[src/design/stp_pkg.sv]
// Shared constants and types for the stepper step pulse generator.
`timescale 1ns / 1ps
`default_nettype none
package stp_pkg;

	localparam int unsigned FRAC_BITS_DEF = 8;
	localparam int unsigned VEL_W         = 16;
	localparam int unsigned TIME_W        = 32;
	localparam int unsigned CFG_IDX_W     = 2;
	localparam int unsigned CFG_DATA_W    = 32;
	localparam int unsigned IN_TDATA_W    = 48;
	localparam int unsigned OUT_TDATA_W   = 40;

	localparam logic [31:0] SCALE_RST = 32'd1000000;
	localparam logic [31:0] MIN_RST   = 32'd200;
	localparam logic [31:0] MAX_RST   = 32'd100000;

	localparam logic [31:0] POS_MAX = 32'h7FFF_FFFF;
	localparam logic [31:0] POS_MIN = 32'h8000_0000;

	typedef enum logic [CFG_IDX_W-1:0] {
		CFG_SCALE = 2'd0,
		CFG_MIN   = 2'd1,
		CFG_MAX   = 2'd2
	} cfg_idx_t;

	typedef enum logic {
		OP_TIME = 1'b0,
		OP_VEL  = 1'b1
	} opcode_t;

	typedef struct packed {
		logic busy;
		logic done;
	} div_stat_t;

endpackage
`default_nettype wire

[src/design/stp_div.sv]
// Bit-serial restoring divider: one quotient bit per cycle.
`timescale 1ns / 1ps
`default_nettype none
module stp_div #(
	parameter int unsigned DVD_W = 32 + stp_pkg::FRAC_BITS_DEF
) (
	input  wire logic                      clk,
	input  wire logic                      arst_n,
	input  wire logic                      start,
	input  wire logic [DVD_W-1:0]          dividend,
	input  wire logic [stp_pkg::VEL_W-1:0] divisor,
	output stp_pkg::div_stat_t             stat,
	output logic [DVD_W-1:0]               quotient
);
	import stp_pkg::*;

	localparam int unsigned CNT_W = $clog2(DVD_W);

	logic [DVD_W-1:0] dvd_q;
	logic [VEL_W-1:0] rem_q;
	logic [VEL_W-1:0] dsr_q;
	logic [CNT_W-1:0] cnt_q;
	logic             busy_q;
	logic             done_q;

	logic [VEL_W:0] rem_sh;
	logic [VEL_W:0] rem_sub;
	logic           ge;

	assign rem_sh  = {rem_q, dvd_q[DVD_W-1]};
	assign ge      = rem_sh >= {1'b0, dsr_q};
	assign rem_sub = rem_sh - {1'b0, dsr_q};

	always_ff @(posedge clk or negedge arst_n) begin
		if (!arst_n) begin
			busy_q <= 1'b0;
			done_q <= 1'b0;
			cnt_q  <= '0;
			dvd_q  <= '0;
			rem_q  <= '0;
			dsr_q  <= '0;
		end else begin
			done_q <= 1'b0;
			if (start) begin
				busy_q <= 1'b1;
				cnt_q  <= CNT_W'(DVD_W - 1);
				dvd_q  <= dividend;
				rem_q  <= '0;
				dsr_q  <= divisor;
			end else if (busy_q) begin
				rem_q <= ge ? rem_sub[VEL_W-1:0] : rem_sh[VEL_W-1:0];
				dvd_q <= {dvd_q[DVD_W-2:0], ge};
				cnt_q <= cnt_q - 1'b1;
				if (cnt_q == '0) begin
					busy_q <= 1'b0;
					done_q <= 1'b1;
				end
			end
		end
	end

	assign stat.busy = busy_q;
	assign stat.done = done_q;
	assign quotient  = dvd_q;

endmodule
`default_nettype wire

[src/design/stepper_step_pulse_generator_unit.sv]
// Top level of the stepper step pulse generator.
//
// Input stream (s_*): tuser carries the opcode, 0 time sample, 1 velocity update.
// A velocity update sets direction and computes the step interval
// scale_factor * 2^FRAC_BITS / |velocity| with a bit-serial divider,
// clamped to min_interval and stopped above max_interval or at zero velocity.
// A time sample emits a step when the time since the next-step mark
// reaches the interval and updates the saturating position.
// Output stream (m_*): one result per input item.
// Steps per item: a velocity update passes S_DIV, where the divider
// produces one quotient bit per cycle, then S_CLAMP and S_FIN; a time
// sample that steps passes S_TCHK, S_TDIFF, S_TLAG and S_FIN, one that does
// not step S_TCHK and S_FIN; zero velocity, or a time sample while stopped,
// goes straight to S_FIN. The result is valid from the same cycle in which the next item can be accepted.
// One item is in work at a time; the next is accepted once the result has
// moved to the output register, even while that register waits on m_tready.
// While m_tready stays low a second result waits in work and s_tready is low.
// Configuration writes (cfg_*) are always ready and take effect at once.
// Reset restores the default registers, stops the axis and clears position.
`timescale 1ns / 1ps
`default_nettype none
module stepper_step_pulse_generator_unit #(
	parameter int unsigned FRAC_BITS = stp_pkg::FRAC_BITS_DEF
) (
	input  wire logic                            clk,
	input  wire logic                            arst_n,
	input  wire logic                            s_tvalid,
	output logic                                 s_tready,
	// [15:0] velocity, [47:16] now_us
	input  wire logic [stp_pkg::IN_TDATA_W-1:0]  s_tdata,
	// [0] opcode
	input  wire logic                            s_tuser,
	output logic                                 m_tvalid,
	input  wire logic                            m_tready,
	// [0] step_pulse, [1] direction, [33:2] step_count, [34] running, zero fill
	output logic [stp_pkg::OUT_TDATA_W-1:0]      m_tdata,
	input  wire logic                            cfg_valid,
	output logic                                 cfg_ready,
	input  wire logic [stp_pkg::CFG_IDX_W-1:0]   cfg_index,
	input  wire logic [stp_pkg::CFG_DATA_W-1:0]  cfg_data
);
	import stp_pkg::*;

	localparam int unsigned DVD_W = 32 + FRAC_BITS;

	typedef enum logic [2:0] {
		S_IDLE,
		S_DIV,
		S_CLAMP,
		S_TCHK,
		S_TDIFF,
		S_TLAG,
		S_FIN
	} state_t;

	state_t state_q;

	logic [31:0] scale_q;
	logic [31:0] min_q;
	logic [31:0] max_q;

	logic        dir_q;
	logic        fwd_q;
	logic [31:0] intv_q;
	logic [31:0] mark_q;
	logic [31:0] pos_q;

	logic [TIME_W-1:0] now_q;
	logic [31:0]       diff_q;
	logic [DVD_W-1:0]  qc_q;
	logic              pulse_q;

	logic        m_tvalid_q;
	logic        o_pulse_q;
	logic        o_dir_q;
	logic [31:0] o_pos_q;
	logic        o_run_q;

	logic              accept;
	logic [VEL_W-1:0]  vel;
	logic [VEL_W-1:0]  vel_mag;
	logic [TIME_W-1:0] now_in;
	logic              div_start;
	div_stat_t         div_stat;
	logic [DVD_W-1:0]  quot;
	logic [DVD_W-1:0]  dividend;

	assign s_tready  = (state_q == S_IDLE);
	assign accept    = s_tvalid && s_tready;
	assign vel       = s_tdata[VEL_W-1:0];
	assign now_in    = s_tdata[VEL_W +: TIME_W];
	assign vel_mag   = vel[VEL_W-1] ? (~vel + 1'b1) : vel;
	assign div_start = accept && (s_tuser == OP_VEL) && (vel != '0);
	assign dividend  = DVD_W'(scale_q) << FRAC_BITS;
	assign cfg_ready = 1'b1;

	stp_div #(
		.DVD_W(DVD_W)
	) u_div (
		.clk      (clk),
		.arst_n   (arst_n),
		.start    (div_start),
		.dividend (dividend),
		.divisor  (vel_mag),
		.stat     (div_stat),
		.quotient (quot)
	);

	always_ff @(posedge clk or negedge arst_n) begin
		if (!arst_n) begin
			scale_q <= SCALE_RST;
			min_q   <= MIN_RST;
			max_q   <= MAX_RST;
		end else if (cfg_valid && cfg_ready) begin
			unique case (cfg_idx_t'(cfg_index))
				CFG_SCALE: scale_q <= cfg_data;
				CFG_MIN:   min_q   <= cfg_data;
				CFG_MAX:   max_q   <= cfg_data;
				default: ;
			endcase
		end
	end

	always_ff @(posedge clk or negedge arst_n) begin
		if (!arst_n) begin
			state_q    <= S_IDLE;
			dir_q      <= 1'b0;
			fwd_q      <= 1'b0;
			intv_q     <= '0;
			mark_q     <= '0;
			pos_q      <= '0;
			now_q      <= '0;
			diff_q     <= '0;
			qc_q       <= '0;
			pulse_q    <= 1'b0;
			m_tvalid_q <= 1'b0;
			o_pulse_q  <= 1'b0;
			o_dir_q    <= 1'b0;
			o_pos_q    <= '0;
			o_run_q    <= 1'b0;
		end else begin
			// in S_FIN the output register is either reloaded or still waiting
			if (m_tvalid_q && m_tready && (state_q != S_FIN)) begin
				m_tvalid_q <= 1'b0;
			end
			unique case (state_q)
				S_IDLE: begin
					if (accept) begin
						pulse_q <= 1'b0;
						if (s_tuser == OP_VEL) begin
							fwd_q <= !vel[VEL_W-1] && (vel != '0);
							if (vel == '0) begin
								intv_q  <= '0;
								state_q <= S_FIN;
							end else begin
								dir_q   <= !vel[VEL_W-1];
								state_q <= S_DIV;
							end
						end else if (intv_q == '0) begin
							state_q <= S_FIN;
						end else begin
							now_q   <= now_in;
							diff_q  <= now_in - mark_q;
							state_q <= S_TCHK;
						end
					end
				end
				S_DIV: begin
					if (div_stat.done) begin
						qc_q    <= (quot < DVD_W'(min_q)) ? DVD_W'(min_q) : quot;
						state_q <= S_CLAMP;
					end
				end
				S_CLAMP: begin
					if (qc_q > DVD_W'(max_q) || qc_q == '0) begin
						intv_q <= '0;
					end else begin
						intv_q <= qc_q[31:0];
					end
					state_q <= S_FIN;
				end
				S_TCHK: begin
					if (diff_q < intv_q) begin
						state_q <= S_FIN;
					end else begin
						mark_q  <= mark_q + intv_q;
						state_q <= S_TDIFF;
					end
				end
				S_TDIFF: begin
					diff_q  <= now_q - mark_q;
					state_q <= S_TLAG;
				end
				S_TLAG: begin
					if ({1'b0, diff_q} > {intv_q, 1'b0}) begin
						mark_q <= now_q + intv_q;
					end
					if (fwd_q) begin
						if (pos_q != POS_MAX) pos_q <= pos_q + 32'd1;
					end else begin
						if (pos_q != POS_MIN) pos_q <= pos_q - 32'd1;
					end
					pulse_q <= 1'b1;
					state_q <= S_FIN;
				end
				S_FIN: begin
					if (!m_tvalid_q || m_tready) begin
						m_tvalid_q <= 1'b1;
						o_pulse_q  <= pulse_q;
						o_dir_q    <= dir_q;
						o_pos_q    <= pos_q;
						o_run_q    <= (intv_q != '0);
						state_q    <= S_IDLE;
					end
				end
				default: state_q <= S_IDLE;
			endcase
		end
	end

	assign m_tvalid = m_tvalid_q;
	assign m_tdata  = {(OUT_TDATA_W - 35)'(0), o_run_q, o_pos_q, o_dir_q, o_pulse_q};

	a_accept_busy: assert property (@(posedge clk) disable iff (!arst_n)
		accept |=> !s_tready)
		else $error("input taken while an item is in work");

	a_div_live: assert property (@(posedge clk) disable iff (!arst_n)
		(state_q == S_DIV) |-> (div_stat.busy || div_stat.done))
		else $error("waiting on an idle divider");

	a_pulse_running: assert property (@(posedge clk) disable iff (!arst_n)
		(m_tvalid_q && o_pulse_q) |-> o_run_q)
		else $error("step emitted while stopped");

	a_pos_step: assert property (@(posedge clk) disable iff (!arst_n)
		(pos_q != $past(pos_q)) |->
			(pos_q == $past(pos_q) + 32'd1 || pos_q == $past(pos_q) - 32'd1))
		else $error("position moved by more than one step");

endmodule
`default_nettype wire

[config.mk]
export PLATFORM = sky130hd
export DESIGN_NAME = stepper_step_pulse_generator_unit
export DESIGN_NICKNAME = d
export VERILOG_FILES = /design/src/design/stp_pkg.sv /design/src/design/stp_div.sv /design/src/design/stepper_step_pulse_generator_unit.sv
export SDC_FILE = /design/constraint.sdc
export NUM_CORES = 1
export LEC_CHECK = 0
export ABC_AREA = 0
export BUFFER_PORTS_ARGS = -buffer_cell sky130_fd_sc_hd__buf_2
export CAP_MARGIN = 20
export CORE_MARGIN = 2
export CORE_UTILIZATION = 50
export DETAILED_ROUTE_END_ITERATION = 10
export PLACE_DENSITY_LB_ADDON = 0.08
export SLEW_MARGIN = 25
export SYNTH_ARGS = -nofsm -noshare
export SYNTH_HDL_FRONTEND = slang
export SYNTH_SLANG_ARGS = --single-unit
[constraint.sdc]
create_clock -name clk -period 4.71 [get_ports clk]
set_clock_uncertainty 0.2 [all_clocks]
set_input_delay 0.7065 -clock clk [delete_from_list [all_inputs] [get_ports clk]]
set_output_delay 0.7065 -clock clk [all_outputs]
set_load 0.02 [all_outputs]
==> flow_summary.toml <==
[power_and_ir_drop]
p_total_w = 0.0221
vdd_drop_max_mv = 0.341
power_density_nw_per_um2 = 754
p_leak_nw = 14.1

[critical_path]
critPathTopFamily = "compound AO/OA/AOI/OAI gates"
r2r_end = "diff_q[26]"
crit_required_ns = 4.97
crit_arrival_ns = 4.64
critical_path.slowest_cell = "a211oi_1"
cp_slowest_stage_delay_ns = 0.43
reg2reg_depth = 16
worstPathCellList = "inv_1 -> nor3_2 -> buf_12 -> mux2i_1 -> ha_1 -> inv_1 -> fa_1 -> a211oi_1 -> o21ai_0 -> a21bo_2 -> nand3_1 -> o211ai_1 -> a221o_1 -> a21oi_1 -> xor2_1 -> o21ai_0"
critPathCapture = "diff_q[26]"
r2r_setup_slack_ns = 0.33
crit_path_start_kind = "flop"
path_depth = 16
path_buf_inv = 3
crit_fanout = 32
worstSetupEndpointType = "flop"
r2r_start = "state_q[2]"
critPathKind = "flop to flop"
startpoint = "state_q[2]"

[placement]
dp_slack_ns = 0.138
io_buffers = 124
dp_hpwl_mm = 48.6
placed_area_um2 = 27600
place_inst = 3405
gp_congestion = 0.921

[floorplanning]
initial_core_util_pct = 50.7
die_height_um = 233
dieArea_um2 = 54100
core_um2 = 51500
die_w_um = 233
pin_count = 131
rows = 83

[layout]
drive_gt1_share_pct = 17.9
num-fill-cells = 4586
seqCellArea_um2 = 10500
syn_to_final_growth_pct = 12.2
stdcell_area_um2 = 29300
final_nets = 3107
multi_input_area_um2 = 14500
fin_cells = 3498

[detailed_routing]
routedWlPerCell_um = 18.9
viasPerCell = 5.77
totalWireLength_mm = 66.2
drtIter0Drc = 1123
drt_first_pass_iters = 5
dr_total_vias = 20200
drc = 0
ant_nets = 0

[timing]
setup_tns_ns = 0
hold_viol = 0
worst_slack_ns = 0.331
period_needed_ns = 4.38
worst_pin_slew_ns = 0.932
post-route-period-util_pct = 93.0
relSlewSlack_pct = 37.7
rsz0062_at_grt = "no"
finalMaxSlewViolations = 0
final-setup-viol-count = 0
fmax_ghz = 0.228

[worst_hold_path]
whs_path_depth = 2
hold_path_class = "input port to flop"
min-delay-start = "s_tdata[46]"

[clocking]
cts_tree = "done"
htree_levels = 2
root_buffer = "clkbuf_16"
clk_pin_slew_ns = 0.06
cts.sinks = 418
numCtsBuffers = 49
insertion_delay_ns = 0.61
ctsLongestPathBuffers = 3
post_cts_buffers = 0

[synthesis]
syn-cell-area_um2 = 26100
ys_seq_elements = 418
synth_most_common_cell = "dfrtp_1"
yosysWarnings = 0
synth_edf_count = 0
async_reset_ff_share_pct = 100
synth_top_area_share_pct = 38.5
synth_cells = 2674
yosys.area.top_type = "dfrtp_1"
synth_cell_types = 73
seq_area_frac_synth_pct = 40.1
synthTopCellsByArea = "dfrtp_1, ha_1, mux2_2, o21ai_0, mux2i_1"
ys.flop_type = "dfrtp_1"
synth.avg_cell_area_um2 = 9.77
yosys-top-cells-count = "dfrtp_1, o21ai_0, ha_1"

[grt]
grt-ovfl-total = 0
grt_max_degree = 104
grt_pass1_wl_mm = 108
track_usage_pct = 24.8
grt_pass1_vias = 20000
grt_antenna_before_repair = 1

[status]
outcome = "finished, final reports clean"

[job]
maxCapViolations = 0
==> report_power, final <==
| part | internal (W) | switching, W | total [W] |
|---|---|---|---|
| Combinational | 0.00510 | 0.00666 | 0.0118 |
| Sequential | 0.00498 | 0.00134 | 0.00633 |
| Clock | 0.00238 | 0.00162 | 0.00399 |
| Total | 0.0125 | 0.00962 | 0.0221 |
==> kinds of logic after synthesis <==
kind of cell	after synthesis	share of synthesized area, %
AND/OR/NAND/NOR	625	11.4
buffers and inverters	298	4.54
XOR/XNOR	106	3.56
other	2	0.0288
flip-flops	418	40.1
AO/OA/AOI/OAI	686	16.2
adder cells (fa/ha/maj)	240	11.6
multiplexers	299	12.5
==> worst min path at each step <==
stage / end / slack [ns]
2_1_floorplan: diff_q[0] / 0.21
3_3_place_gp: u_div.quotient[23] / 0.25
3_5_place_dp: u_div.quotient[39] / 0.26
4_1_cts: now_q[30] / 0.11
5_1_grt: now_q[28] / 0.13
6_report: now_q[30] / 0.14
==> through the flow <==
stage          utilization, %  hold WS, ns
6_report                 56.9        0.143
5_1_grt                  56.9        0.128
4_1_cts                  56.8        0.107
3_5_place_dp             53.5        0.261
3_3_place_gp             53.5        0.255
2_1_floorplan               -        0.211
==> layout by cell type, fill, tap and decap left out, types with 27 or more instances in the layout <==
master,Yosys,layout
a211oi_1,30,30
a21o_1,75,75
a21oi_1,161,160
a22o_1,33,33
buf_2,3,123
buf_4,9,27
clkbuf_16,0,49
dfrtp_1,402,401
ha_1,236,236
inv_1,186,186
mux2_2,209,209
mux2i_1,90,90
nand2_1,229,229
nand3_1,32,31
nand4_1,53,53
nor2_1,134,132
nor3_1,36,34
nor4_1,32,32
o21ai_0,239,239
xnor2_1,69,69
xor2_1,37,37
==> repair_timing <==
| action | CTS | global route |
|---|---|---|
| endpoints found under the hold margin | 9 | 0 |
| hold buffers | 1 | 0 |
| gates resized for setup | 0 | 3 |
| setup endpoints to repair | 0 | 4 |
==> metal layers <==
metal,up-vias,track usage (%),share of wire (%),routed length (um)
met5,-,0,0,0
met4,0,6.57,2.2,1440
met1,9877,35.0,48,31700
met3,84,2.97,3.5,2300
li1,9862,-,-,-
met2,359,40.5,46,30800
==> layout make-up <==
cell class / count / area share, %
Tap cell: 680 / 2.90
Antenna cell: 1 / 0.00854
Timing Repair Buffer: 162 / 3.49
Inverter: 186 / 2.38
Clock inverter: 20 / 0.965
Multi-Input combinational cell: 1962 / 49.7
Sequential cell: 418 / 35.8
Clock buffer: 69 / 4.82
Note: power is estimated with default switching activity, not from simulation.
